**src/rtl/tpi_ram.sv**
```systemverilog
`timescale 1ns / 1ps
// ----------------------------------------------------------------------------
// Generic RAM
// One write port and one read port with a registered, enabled read.
// ----------------------------------------------------------------------------
module tpi_ram #(
    parameter int WIDTH = 8,
    parameter int DEPTH = 16
) (
    input  logic                     aclk,
    input  logic                     wr_en,
    input  logic [$clog2(DEPTH)-1:0] wr_addr,
    input  logic [WIDTH-1:0]         wr_data,
    input  logic                     rd_en,
    input  logic [$clog2(DEPTH)-1:0] rd_addr,
    output logic [WIDTH-1:0]         rd_data
);

    logic [WIDTH-1:0] mem [DEPTH];
    logic [WIDTH-1:0] rd_data_reg;

    always_ff @(posedge aclk) begin
        if (wr_en) begin
            mem[wr_addr] <= wr_data;
        end
        if (rd_en) begin
            rd_data_reg <= mem[rd_addr];
        end
    end

    assign rd_data = rd_data_reg;

endmodule

```
**config.mk**
```make
export PLATFORM = sky130hd
export DESIGN_NAME = tpi_ram
export DESIGN_NICKNAME = d
export VERILOG_FILES = /design/src/rtl/tpi_ram.sv
export SDC_FILE = /design/constraint.sdc
export NUM_CORES = 1
export LEC_CHECK = 0
export BUFFER_PORTS_ARGS = -buffer_cell sky130_fd_sc_hd__buf_2
export CAP_MARGIN = 20
export CORE_UTILIZATION = 47
export CTS_CLUSTER_DIAMETER = 120
export DETAILED_ROUTE_END_ITERATION = 12
export HOLD_SLACK_MARGIN = 0.02
export PLACE_DENSITY = 0.69
export SYNTH_ARGS = -nofsm -noshare
export SYNTH_HDL_FRONTEND = slang
export SYNTH_SLANG_ARGS = --single-unit
```
**constraint.sdc**
```tcl
create_clock -name aclk -period 4.54 [get_ports aclk]
set_input_delay 1.362 -clock aclk [delete_from_list [all_inputs] [get_ports aclk]]
set_output_delay 1.362 -clock aclk [all_outputs]
set_load 0.05 [all_outputs]
```
# [Word level (Yosys, flattened, before mapping)]
# Memory sizes are Yosys's and may differ from the RTL's. A register that Yosys moved wholly into a read port is not among the register bits.
# Index checks and enable logic that the tools add are counted.
[totals] reg_bits=0 output_inout_bits=8 ramBits=128 memories=1 wordCells=3 inputBits=19
[op_classes] n_mux=2
[mem_list] name="mem" words=16 width=8 rd=1 rd_clocked_by_memory_dff=1 write_ports=1 line_no="19" source="logic [WIDTH-1:0] mem [DEPTH];"
[op_table] cell="1-bit two-way mux" count=2

# [Logic depth before layout (Yosys ltp)]
# Gate-level depths: netlist (run 1).
[logic_depth] ltp_word=2 mapped_depth=5 ltp_nobuf=3

# [Least setup slack after synthesis (run 1)]
# No wires, ideal clock.
[synth_path] kind="input to register" start="input port wr_addr[2]" end="memory mem[0][0] (enable)" setup_ns=0.383 path_stages=2 setup_slack_ns=1.685 n_path_buf=0 required_ns=4.157 t_arrival_ns=2.472 path_cell_list="or3b_2 nor3_1"
[synth_lines] item="start, declared" line_no="12" source="input logic [$clog2(DEPTH)-1:0] wr_addr,"
[synth_lines] item="end, declared" line_no="19"
# No word-level cell before the write port.

==> flow_summary_export.csv, run 1 <==
group,metric,value,unit
power,switching_share,0.210,
power,power.clock.fraction,0.450,
logic_synthesis,synth.yosys.warnings,0,
global_route,gr-usage-met3,0.0521,
worst_hold_path,worst_hold_path_endpoint,"rd_data[2]",
critical_path,regToRegSetupSlack,2.98,ns
logic_synthesis,synth_cells,229,
place,numPlacedInstances,390,
floorplanning,floorplan.die.width,107,um
cts,tritoncts_num_sinks,136,
power,switchingPower,0.000599,W
logic_synthesis,synth_cell_type_count,18,
sta,timing.slew.headroom,0.369,
power,powerDensity,470,nW/um^2
cts,cts_made_buffers,17,
global_route,grt.met2_usage,0.291,
critical_path,worstReg2RegStart,"mem[10][6]",
sta,period_share,0.650,
critical_path,crit_type,"in -> reg",
worst_hold_path,hold_path.class,"reg -> reg",
route,initialDrtViolationCount,193,
sta,timing.fmax,0.339,GHz
route,drt_wl_total,9660,um
critical_path,worstPathArrival,3.19,ns
worst_hold_path,holdCritStartpoint,"mem[13][2]",
global_route,grt_antenna_before_repair,0,
route,avgViaCountPerCell,5.61,
cts,cts.hold.buffers_added,0,
sta,fin_setup_tns,0,ns
cts,clockBufferDepth,2,
sta,max_slew.worst_pin.slew,0.943,ns
floorplanning,die_height,107,um
power,share_seq_of_total_power,0.500,
sta,finalWorstPathRequiredPeriod,2.95,ns
global_route,grt_usage,0.190,
power,design_power_total,0.00285,W
cts,clk_latency,0.50,ns
global_route,maximum_number_of_pins_on_one_net_before_global_route_repair,33,
cells_and_area,largest_register_ffs,128,
cts,postCtsSetupRepairBufs,0,
power,vdd_drop_max,0.000207,V
cells_and_area,syn_to_layout_area_delta,15.7,%
global_route,first_pass_grt_wire_length,14800,um
cells_and_area,final_nets,288,
global_route,grt_pass1_vias,2476,
cts,tritoncts,"built",
logic_synthesis,synth.ff_latch_count,136,
critical_path,critPathMaxFanout,18,
place,gp_congestion,0.709,
logic_synthesis,synthesis.area,5230,um^2
cts,number_of_cells_upsized_or_downsized_after_cts,0,
logic_synthesis,syn_avg_cell_area,22.8,um^2
critical_path,timing.critical_path.required,4.78,ns
cells_and_area,final_layout_size_suffix_gt1_frac,0.287,
sta,max_clock_skew,0.00981,ns
route,post_detailed_route_wirelength_per_cell,22.9,um
global_route,global_route.overflow_total,0,
sta,setup_viol,0,
global_route,global_route.usage.met1,0.262,
floorplanning,io_pins,27,
floorplanning,core_area,10800,um^2
critical_path,cp-end-kind,"flip-flop",
cts,clk_transition_reported_paths,0.06,ns
floorplanning,std_cell_rows,38,
cts,clock_tree.htree_level_count,4,
sta,max_transition_viols_final,0,
route,remaining_drc_errors,0,
place,dp_worst_setup_slack,1.01,ns
power,power.internal,0.00225,W
worst_hold_path,hold_depth,3,
place,port_buffers,26,
cts,clock-root-buffer,"clkbuf_8",
route,ant_nets,0,
job,max_cap_violations,0,
logic_synthesis,synth_nets,248,
cells_and_area,fin_cells,422,
logic_synthesis,synth_seq_area_share,0.781,
sta,total_count_of_hold_check_failures_in_the_final_report,0,
power,leakage,2.00,nW
place,hpwl,6160,um
sta,rsz0062_at_grt,"no",
floorplanning,total_die_area,11500,um^2
route,vias,2366,
critical_path,ff2ff_path_depth,3,
logic_synthesis,synth_top_cell_by_area,"edfxtp_1",
critical_path,start_kind,"primary input",
cells_and_area,antenna_cells_inserted,0,
logic_synthesis,yosys.area.top_type_share,0.781,
route,drt_first_pass_iters,4,
floorplanning,initial_core_util,0.482,
power,combinationalPowerShare,0.050,
sta,finalWorstSetupSlack,1.59,ns
critical_path,rr_endpoint,"rd_data[6]",
status,run_status,"finished, final reports clean",
logic_synthesis,post_synth_main_area_contributors,"edfxtp_1 78%, mux4_2 7.8%, mux4_1 7.0%",
global_route,grt.busiest_layer,"met2",
[worst max-delay path by stage]
stage | from | endpoint | slack, ns | cells past startpoint
2_1_floorplan | wr_addr[2] | mem[0][0] | 1.69 | 2
3_3_place_gp | rd_addr[0] | rd_data[2] | 1.04 | 5
3_5_place_dp | rd_addr[0] | rd_data[2] | 1.01 | 5
4_1_cts | rd_addr[0] | rd_data[2] | 1.56 | 5
5_1_grt | rd_addr[0] | rd_data[0] | 1.44 | 5
6_report | rd_addr[0] | rd_data[0] | 1.59 | 5
[critical path, cell delays in order]
cell	delay (ns)
buf_2	0.46
buf_4	0.40
mux4_1	0.59
a22oi_1	0.28
nand2_1	0.10
[cell usage after synthesis]
| master | count |
|---|---|
| nand2_1 | 9 |
| and2b_1 | 1 |
| buf_6 | 3 |
| buf_2 | 3 |
| clkdlybuf4s25_2 | 3 |
| buf_4 | 1 |
| nor2b_1 | 1 |
| mux4_2 | 18 |
| nor3_1 | 4 |
| mux4_1 | 14 |
| nand3b_1 | 2 |
| a22oi_1 | 16 |
| edfxtp_1 | 136 |
| or3b_2 | 1 |
| nor2_1 | 13 |
| nand2b_1 | 2 |
| and2_1 | 1 |
| nand3_1 | 1 |
[power groups by stage]
| stage | clock, W | sequential (W) | combinational [W] |
|---|---|---|---|
| floorplan | 0 | 0.00147 | 0.0000714 |
| global placement | 0 | 0.00145 | 0.000142 |
| detailed placement | 0 | 0.00145 | 0.000145 |
| CTS | 0.00130 | 0.00142 | 0.000145 |
| global route | 0.00136 | 0.00142 | 0.000155 |
| finish | 0.00128 | 0.00142 | 0.000143 |
[routing by layer]
layer,share of wire,vias to the layer above,wire [um]
li1,-,1061,-
met1,0.43,1231,4190
met2,0.51,68,4910
met3,0.050,6,479
met4,0.0083,0,80
met5,0,-,0
[cell families (layout without fill, tap and decap cells)]
| family | after synthesis | after routing | share of synthesized area |
|---|---|---|---|
| buffers and inverters | 10 | 63 | 0.0165 |
| DFF | 136 | 136 | 0.781 |
| AOI/OAI and AO/OA | 16 | 16 | 0.0230 |
| muxes | 32 | 32 | 0.148 |
| and+or+nand+nor | 35 | 35 | 0.0314 |
[stage by stage]
stage | utilization | hold WS (ns) | cell area (um^2)
3_5_place_dp | 0.506 | 0.733 | 5480
4_1_cts | 0.558 | 0.753 | 6050
2_1_floorplan | - | 0.705 | 5230
5_1_grt | 0.558 | 0.795 | 6050
3_3_place_gp | 0.506 | 0.727 | 5480
6_report | 0.558 | 0.748 | 6050
[placed cells by master (no fill, tap or decap)]
| cell type | instances |
|---|---|
| or3b_2 | 1 |
| and2b_1 | 1 |
| mux4_2 | 18 |
| nor3_1 | 4 |
| nor2b_1 | 1 |
| buf_4 | 5 |
| clkinv_1 | 1 |
| a22oi_1 | 16 |
| nor2_1 | 13 |
| and2_1 | 1 |
| bufinv_16 | 2 |
| clkbuf_8 | 1 |
| clkinvlp_4 | 5 |
| nand3b_1 | 2 |
| nand2_1 | 9 |
| nand3_1 | 1 |
| buf_2 | 26 |
| nand2b_1 | 2 |
| edfxtp_1 | 136 |
| mux4_1 | 14 |
| clkinv_2 | 3 |
| clkbuf_16 | 16 |
| inv_6 | 4 |
[final cells by class]
class / instances / area [um^2]
clock buffer: 17 / 414
tap: 140 / 175
fill: 798 / 4790
clock inverter: 15 / 151
multi-input combinational: 83 / 1060
sequential: 136 / 4080
timing repair buffer: 31 / 168
No activity file was read; power rests on OpenSTA's default activity.
==> run 2: changes to the inputs <==
clock period = 3 ns   (was 4.54 ns; I/O delays follow)
==> run 2 against run 1 <==
  * Sequential power up 51%
  * Final area up 1.9%
  * Total power up 53%
  * Largest power group unchanged
  * Flip-flop and latch count unchanged
  * Clock skew down 0.0012 ns
==> flow_summary_export.csv, run 2 (synthesis results as in run 1) <==
group,metric,value,unit
global_route,grt.met2_usage,0.292,
route,vias,2439,
route,ant_nets,0,
cts,tritoncts,"built",
floorplanning,initial_core_util,0.482,
critical_path,crit_type,"reg -> out",
cts,cts_made_buffers,17,
sta,max_clock_skew,0.00857,ns
route,remaining_drc_errors,0,
route,drt_first_pass_iters,5,
cells_and_area,antenna_cells_inserted,0,
critical_path,timing.critical_path.required,2.10,ns
sta,timing.fmax,0.481,GHz
route,initialDrtViolationCount,140,
critical_path,start_kind,"flip-flop",
cts,postCtsSetupRepairBufs,0,
global_route,grt_pass1_vias,2479,
cells_and_area,fin_cells,434,
critical_path,critPathTopFamily,"flip-flops",
cells_and_area,most-common-layout-cells,"136 x edfxtp_1, 26 x buf_2, 18 x mux4_2",
sta,setup_viol,0,
cts,number_of_cells_upsized_or_downsized_after_cts,0,
power,vdd_drop_max,0.000308,V
cells_and_area,leading_cell_type_in_the_layout_fill_and_taps_excluded,"edfxtp_1",
cells_and_area,final_nets,301,
global_route,global_route.overflow_total,0,
job,max_cap_violations,0,
worst_hold_path,hold_path.class,"reg -> reg",
cts,clk_latency,0.53,ns
sta,total_count_of_hold_check_failures_in_the_final_report,0,
critical_path,critical_path.max_stage_delay,0.42,ns
critical_path,critPathMaxFanout,1,
sta,max_slew.worst_pin.slew,0.762,ns
global_route,grt_usage,0.185,
route,avgViaCountPerCell,5.62,
cts,clk_transition_reported_paths,0.06,ns
cells_and_area,syn_to_layout_area_delta,18.0,%
critical_path,slowest_stage,"edfxtp_1",
sta,max_transition_viols_final,0,
critical_path,worstPathBufferInverterCount,1,
floorplanning,io_pins,27,
cts,cts.hold.buffers_added,0,
place,gp_congestion,0.735,
critical_path,cp-end-kind,"output port",
route,post_detailed_route_wirelength_per_cell,21.8,um
sta,fin_setup_tns,0,ns
critical_path,worstPathCellList,"buf_2",
critical_path,worstPathArrival,1.18,ns
floorplanning,core_area,10800,um^2
global_route,global_route.usage.met1,0.237,
cts,clockBufferDepth,2,
power,design_power_total,0.00436,W
global_route,gr-usage-met3,0.0557,
sta,rsz0062_at_grt,"no",
floorplanning,std_cell_rows,38,
cells_and_area,n_fill_cell,805,
global_route,grt.busiest_layer,"met2",
floorplanning,die_height,107,um
sta,timing.slew.headroom,0.491,
sta,period_share,0.694,
cts,clock-root-buffer,"clkbuf_8",
cells_and_area,largest_register_ffs,128,
cells_and_area,final_layout_size_suffix_gt1_frac,0.316,
place,hpwl,6000,um
route,drt_wl_total,9440,um
global_route,first_pass_grt_wire_length,14300,um
sta,finalWorstPathRequiredPeriod,2.08,ns
cts,tritoncts_num_sinks,136,
global_route,maximum_number_of_pins_on_one_net_before_global_route_repair,33,
power,powerDensity,708,nW/um^2
cts,clock_tree.htree_level_count,4,
global_route,grt_antenna_before_repair,0,
status,run_status,"finished, final reports clean",
power,leakage,2.09,nW
floorplanning,total_die_area,11500,um^2
place,numPlacedInstances,403,
place,port_buffers,26,
floorplanning,floorplan.die.width,107,um
cells_and_area,fin_util,0.569,
## run 2: cell types whose count changed in the layout (fill, tap and decap cells not counted), sizes merged
| cell | previous run | this run |
|---|---|---|
| buf | 31 | 44 |
| clkinv | 4 | 9 |
| clkinvlp | 5 | 1 |
| bufinv | 2 | 3 |
| inv | 4 | 1 |
## run 2: path summary, 6_finish.rpt
path	startpoint	to	slack, ns	depth (start not counted)
max	rd_data[5]	rd_data[5]	0.92	1
min reg2reg	mem[15][0]	rd_data[0]	0.74	3
min	mem[15][0]	rd_data[0]	0.74	3
max reg2reg	mem[1][2]	rd_data[2]	1.50	3
## run 2: worst reg2reg max path: stages (launching register included)
cell	delay, ns
edfxtp_1	0.36
mux4_1	0.50
a22oi_1	0.31
nand2_1	0.08
## run 2: cell type report
class / instances / area, um^2 / share of cell area
flip-flops and latches: 136 / 4080 / 0.662
clock inverters: 14 / 158 / 0.0256
repair buffers: 44 / 278 / 0.0450
well taps: 140 / 175 / 0.0284
clock buffers: 17 / 414 / 0.0672
multi-input cells: 83 / 1060 / 0.171
## run 2: layer usage
metal  wire, um  vias up  part of all wire
li1           -     1086                 -
met1       4120     1272              0.44
met2       4710       70              0.50
met3        486       11             0.051
met4        121        0             0.013
met5          0        -                 0
## run 2: stage by stage
step / area [um^2] / setup slack [ns] / hold slack, ns
floorplan: 5230 / 0.607 / 0.705
global placement: 5590 / 0.479 / 0.725
detailed placement: 5590 / 0.494 / 0.742
CTS: 6170 / 0.874 / 0.731
global route: 6170 / 0.874 / 0.739
finish: 6170 / 0.919 / 0.743
## run 2: report_power, final
group	switching, W	internal [W]
registers	0.0000110	0.00214
logic	0.000139	0.0000815
clock network	0.000739	0.00125
total	0.000889	0.00347
